## src/design/rvx_pkg.sv

```systemverilog
package rvx_pkg;

	// action classes
	localparam logic [3:0] ACT_REGREG = 4'd0;
	localparam logic [3:0] ACT_REGIMM = 4'd1;
	localparam logic [3:0] ACT_LOAD   = 4'd2;
	localparam logic [3:0] ACT_JALR   = 4'd3;
	localparam logic [3:0] ACT_STORE  = 4'd4;
	localparam logic [3:0] ACT_BRANCH = 4'd5;
	localparam logic [3:0] ACT_LUI    = 4'd6;
	localparam logic [3:0] ACT_AUIPC  = 4'd7;
	localparam logic [3:0] ACT_JAL    = 4'd8;

	localparam logic [6:0] F7_BASE = 7'd0;
	localparam logic [6:0] F7_MEXT = 7'd1;
	localparam logic [6:0] F7_ALT  = 7'd32;

	localparam logic [31:0] ALL_ONES = 32'hFFFF_FFFF;
	localparam logic [31:0] MIN_INT  = 32'h8000_0000;
	localparam int          QDEPTH   = 4;
	localparam int          QPTR_W   = 2;

	// divider pipeline: DIV_STAGES stages of DIV_STEP quotient bits each (32 in total)
	localparam int          DIV_STAGES = 8;
	localparam int          DIV_STEP   = 4;

	// operation kinds the front part resolves for the back part
	typedef enum logic [3:0] {
		OP_ADD, OP_SUB, OP_SLL, OP_SLT, OP_SLTU, OP_XOR, OP_SRL, OP_SRA,
		OP_OR, OP_AND, OP_MUL, OP_DIV, OP_ADDR, OP_BRANCH, OP_PASS, OP_BAD
	} op_t;

	typedef struct packed {
		op_t         op;
		logic [2:0]  funct3;
		logic        clr_lsb;
		logic [31:0] opa;
		logic [31:0] opb;
		logic [31:0] pc;
		logic [31:0] imm;
	} uop_t;

	typedef struct packed {
		logic        invalid;
		logic [31:0] result;
	} res_t;

endpackage

```

## src/design/rvx_front.sv

```systemverilog
module rvx_front (
	input  logic              clk,
	input  logic              arst_n,
	input  logic              in_valid,
	output logic              in_ready,
	input  logic [3:0]        action,
	input  logic [2:0]        funct3,
	input  logic [6:0]        funct7,
	input  logic [31:0]       immediate,
	input  logic [31:0]       src_a,
	input  logic [31:0]       src_b,
	input  logic [31:0]       pc_value,
	output logic              q_valid,
	input  logic              q_ready,
	output rvx_pkg::uop_t     q_uop
);

	rvx_pkg::uop_t uop;
	rvx_pkg::uop_t mem_q [rvx_pkg::QDEPTH];
	logic [rvx_pkg::QPTR_W-1:0] wr_q, rd_q;
	logic [rvx_pkg::QPTR_W:0]   cnt_q;
	logic push, pop;

	// classify the request into one back-end operation
	always_comb begin
		uop.op      = rvx_pkg::OP_BAD;
		uop.funct3  = funct3;
		uop.clr_lsb = 1'b0;
		uop.opa     = src_a;
		uop.opb     = immediate;
		uop.pc      = pc_value;
		uop.imm     = immediate;
		case (action)
			rvx_pkg::ACT_REGREG: begin
				uop.opb = src_b;
				if (funct7 == rvx_pkg::F7_MEXT) begin
					uop.op = (funct3[2]) ? rvx_pkg::OP_DIV : rvx_pkg::OP_MUL;
				end else if (funct7 == rvx_pkg::F7_ALT) begin
					if (funct3 == 3'd0) uop.op = rvx_pkg::OP_SUB;
					else if (funct3 == 3'd5) uop.op = rvx_pkg::OP_SRA;
				end else if (funct7 == rvx_pkg::F7_BASE) begin
					case (funct3)
						3'd0: uop.op = rvx_pkg::OP_ADD;
						3'd1: uop.op = rvx_pkg::OP_SLL;
						3'd2: uop.op = rvx_pkg::OP_SLT;
						3'd3: uop.op = rvx_pkg::OP_SLTU;
						3'd4: uop.op = rvx_pkg::OP_XOR;
						3'd5: uop.op = rvx_pkg::OP_SRL;
						3'd6: uop.op = rvx_pkg::OP_OR;
						default: uop.op = rvx_pkg::OP_AND;
					endcase
				end
			end
			rvx_pkg::ACT_REGIMM: begin
				case (funct3)
					3'd0: uop.op = rvx_pkg::OP_ADD;
					3'd1: uop.op = rvx_pkg::OP_SLL;
					3'd2: uop.op = rvx_pkg::OP_SLT;
					3'd3: uop.op = rvx_pkg::OP_SLTU;
					3'd4: uop.op = rvx_pkg::OP_XOR;
					3'd5: uop.op = immediate[10] ? rvx_pkg::OP_SRA : rvx_pkg::OP_SRL;
					3'd6: uop.op = rvx_pkg::OP_OR;
					default: uop.op = rvx_pkg::OP_AND;
				endcase
			end
			rvx_pkg::ACT_LOAD, rvx_pkg::ACT_STORE: uop.op = rvx_pkg::OP_ADDR;
			rvx_pkg::ACT_JALR: begin
				uop.op      = rvx_pkg::OP_ADDR;
				uop.clr_lsb = 1'b1;
			end
			rvx_pkg::ACT_BRANCH: begin
				uop.opb = src_b;
				if (funct3 != 3'd2 && funct3 != 3'd3) uop.op = rvx_pkg::OP_BRANCH;
			end
			rvx_pkg::ACT_LUI: begin
				uop.op  = rvx_pkg::OP_PASS;
				uop.opa = 32'd0;
			end
			rvx_pkg::ACT_AUIPC, rvx_pkg::ACT_JAL: begin
				uop.op  = rvx_pkg::OP_ADDR;
				uop.opa = pc_value;
			end
			default: uop.op = rvx_pkg::OP_BAD;
		endcase
	end

	// request queue toward the back part
	assign in_ready = (cnt_q != rvx_pkg::QDEPTH[rvx_pkg::QPTR_W:0]);
	assign q_valid  = (cnt_q != '0);
	assign push     = in_valid && in_ready;
	assign pop      = q_valid && q_ready;
	assign q_uop    = mem_q[rd_q];

	always_ff @(posedge clk) begin
		if (push) mem_q[wr_q] <= uop;
	end

	always_ff @(posedge clk or negedge arst_n) begin
		if (!arst_n) begin
			wr_q  <= '0;
			rd_q  <= '0;
			cnt_q <= '0;
		end else begin
			if (push) wr_q <= wr_q + 1'b1;
			if (pop)  rd_q <= rd_q + 1'b1;
			cnt_q <= cnt_q + {{rvx_pkg::QPTR_W{1'b0}}, push} - {{rvx_pkg::QPTR_W{1'b0}}, pop};
		end
	end

`ifndef ASSERT_OFF
	a_cnt_range: assert property (@(posedge clk) disable iff (!arst_n)
		cnt_q <= rvx_pkg::QDEPTH[rvx_pkg::QPTR_W:0])
		else $error("queue count overflow");
	a_cnt_push: assert property (@(posedge clk) disable iff (!arst_n)
		(push && !pop) |=> cnt_q == $past(cnt_q) + 1'b1)
		else $error("push not counted");
	a_cnt_pop: assert property (@(posedge clk) disable iff (!arst_n)
		(pop && !push) |=> cnt_q == $past(cnt_q) - 1'b1)
		else $error("pop not counted");
`endif

endmodule

```

## config.mk

```make
export PLATFORM = sky130hd
export DESIGN_NAME = rvx_front
export DESIGN_NICKNAME = d
export VERILOG_FILES = /design/src/design/rvx_pkg.sv /design/src/design/rvx_front.sv
export SDC_FILE = /design/constraint.sdc
export NUM_CORES = 1
export LEC_CHECK = 0
export ABC_AREA = 1
export BUFFER_PORTS_ARGS = -buffer_cell sky130_fd_sc_hd__clkbuf_2
export CORE_UTILIZATION = 50
export DETAILED_ROUTE_END_ITERATION = 8
export GPL_ROUTABILITY_DRIVEN = 0
export PLACE_DENSITY = 0.71
export SYNTH_ARGS = -nofsm -noshare
export SYNTH_HDL_FRONTEND = slang
export SYNTH_SLANG_ARGS = --single-unit
```

## constraint.sdc

```tcl
create_clock -name clk -period 10.6 [get_ports clk]
set_input_delay 0.53 -clock clk [delete_from_list [all_inputs] [get_ports clk]]
set_output_delay 0.53 -clock clk [all_outputs]
set_load 0.02 [all_outputs]
```

==> impl_metrics.env <==
export IMPL_status="finished clean"
export IMPL_synth_nets=1804
export IMPL_hold_path_depth=1
export IMPL_grt_use_total=0.233
export IMPL_synth_warnings=0
export IMPL_numPortBuffers=283
export IMPL_drt_initial_drc_count=1156
export IMPL_drc_errors=0
export IMPL_hp_class="in -> reg"
export IMPL_ant_nets=0
export IMPL_reg2regPathDepth=5
export IMPL_hpwl_um=28200
export IMPL_fmax_ghz=0.217
export IMPL_synth_area_sq_um=21700
export IMPL_synth_ff_latch_count=551
export IMPL_period_share=0.434
export IMPL_grt_ovfl_total=0
export IMPL_critical_path_endpoint_type="primary output"
export IMPL_layout_commonest_cell="edfxtp_1"
export IMPL_synth_edf_count=544
export IMPL_p_int_mw=4.65
export IMPL_coreArea_sq_um=42300
export IMPL_post_place_ws_ns=6.65
export IMPL_netlist_top_cells_area="edfxtp_1, o21ai_0, nor2_1"
export IMPL_syn_instance_count=1651
export IMPL_cts_tree="done"
export IMPL_irDropWorstVdd_mv=0.201
export IMPL_design_area_sq_um=25200
export IMPL_rsz0062_at_grt="false"
export IMPL_multiInputGateArea_sq_um=4500
export IMPL_via_per_inst=5.66
export IMPL_clk_pin_slew_ns=0.06
export IMPL_grt_pass1_wl_um=78600
export IMPL_period_minus_slack_ns=4.60
export IMPL_synth_top_area_frac=0.754
export IMPL_power_frac_seq=0.407
export IMPL_root_buffer="clkbuf_16"
export IMPL_fin_skew_ns=0.0195
export IMPL_design_power_total_mw=7.57
export IMPL_syn_area_per_cell_sq_um=13.1
export IMPL_antenna_found_initial=1
export IMPL_area_delta_synth_final_pct=16.4
export IMPL_grt_max_degree=165
export IMPL_pwr_share_comb=0.347
export IMPL_ys_async_sr_fraction=0.0127
export IMPL_die_width_um=210
export IMPL_swShare=0.385
export IMPL_grt_pass1_vias=13900
export IMPL_p_clk_frac=0.246
export IMPL_start_util=0.512
export IMPL_die_area_sq_um=44200
export IMPL_crit_type="reg -> out"
export IMPL_tightest_slew_ns=1.22
export IMPL_hold_viol_final=0
export IMPL_synthDistinctLibCells=29
export IMPL_num_vias=14300
export IMPL_clkSinkCount=551
export IMPL_r2r_slack_ns=7.42
export IMPL_final_max_slew_viol_count=0
export IMPL_worst_path_max_fanout=164
export IMPL_ys_seq_area_frac=0.762
export IMPL_crit_path_start_kind="flop"
export IMPL_finalSetupViolCount=0
export IMPL_clk_insertion_delay_late_ns=0.60
export IMPL_drive_above_1_share=0.201
export IMPL_first_pass_iters=7
export IMPL_synth_largest_area_cell="edfxtp_1"
export IMPL_p_per_area_nw_per_um2=300
export IMPL_final_nets=2053
export IMPL_fp_row_count=75
export IMPL_critical_path_required_ns=10.07
export IMPL_ys_flop_type="edfxtp_1"
export IMPL_placed_cell_area_sq_um=23500
export IMPL_cts_buffers=55
export IMPL_drt_wl_total_um=51900
export IMPL_switchingPower_mw=2.91
export IMPL_leakage_nw=9.09
export IMPL_seqCellArea_sq_um=16500
export IMPL_clock_path_buffers=3
export IMPL_post_drt_wl_per_cell_um=20.6
export IMPL_pin_count=284
export IMPL_fill_cells=3312
export IMPL_dieHeight_um=210
export IMPL_finalSetupTns_ns=0
export IMPL_fin_ws_ns=6.00
export IMPL_mostFrequentLayoutCells="edfxtp_1, nor2_1, clkbuf_2"
export IMPL_slew_headroom=0.186
export IMPL_htree_levels=2
export IMPL_worstPathArrival_ns=4.07
export IMPL_drv_cap=0
## stage by stage
stage | cells | util | hold slack (ns)
floorplan | 1651 | - | 0.234
global placement | 2419 | 0.555 | 0.378
detailed placement | 2419 | 0.555 | 0.381
CTS | 2522 | 0.596 | 0.119
global route | 2523 | 0.596 | 0.135
finish | 2523 | 0.596 | 0.152
## sequential cells by signal (all words and copies together) (netlist names)
signal / flops
cnt_q: 3
mem_q: 544
rd_q: 2
wr_q: 2
## final cells by class
class	count	share of cell area
well taps	577	0.0286
clock inverters	36	0.0113
inverters	58	0.00912
multi-input cells	935	0.178
repair buffers	299	0.0610
flip-flops and latches	551	0.655
clock buffers	66	0.0570
diodes	1	0.0000992
## critical path: stages (launching register included)
cell and delay (ns):
dfrtp_4 0.81, inv_8 0.73, buf_4 0.94, o21ai_0 0.18, o22ai_1 0.31, clkbuf_2 0.23
## routing by layer
layer / GRT usage / wire length, um / vias to the layer above
li1: - / - / 6597
met1: 0.318 / 22000 / 7052
met2: 0.376 / 24700 / 554
met3: 0.0468 / 4240 / 71
met4: 0.0773 / 1020 / 0
met5: 0 / 0 / -
## cell usage after synthesis (all sizes together), types with 2 or more instances
master	instances
a21oi	6
edfxtp	544
ha	6
nor2	297
buf	50
o21ai	306
nand4	2
nand3	74
o22ai	136
nand2	100
clkbuf	57
inv	57
xor2	3
dfrtp	7
## logic make-up (layout without fill, tap and decap cells)
| logic type | after synthesis | in the layout | share of synthesized area |
|---|---|---|---|
| AOI/OAI and AO/OA | 449 | 449 | 0.112 |
| DFF | 551 | 551 | 0.762 |
| adders and majority gates | 7 | 7 | 0.00439 |
| xor gates and xnor gates | 4 | 4 | 0.00162 |
| other | 0 | 1 | 0 |
| and+or+nand+nor | 475 | 475 | 0.0877 |
| buffers and inverters | 165 | 459 | 0.0323 |
## power by group through the flow
stage	combinational, mW	sequential [mW]	clock [mW]
after floorplan	1.75	3.09	0
after global placement	2.60	3.11	0
after detailed placement	2.64	3.12	0
after CTS	2.66	3.08	1.89
after global routing	2.84	3.12	1.97
final	2.63	3.08	1.86
## repair_timing
item	CTS	global route
gates resized for setup	0	0
hold endpoints to repair	7	0
buffers inserted	0	0
hold buffers	1	0
## path summary, 6_finish.rpt
kind                               from            to
setup reg to reg               cnt_q[1]  mem_q[2][65]
max in group asynchronous        arst_n       rd_q[1]
min in group asynchronous        arst_n      cnt_q[2]
hold / removal             pc_value[21]  mem_q[3][53]
setup / recovery                rd_q[0]     q_uop[89]
hold reg to reg                cnt_q[2]      cnt_q[2]
No activity file was read; power rests on OpenSTA's default activity.
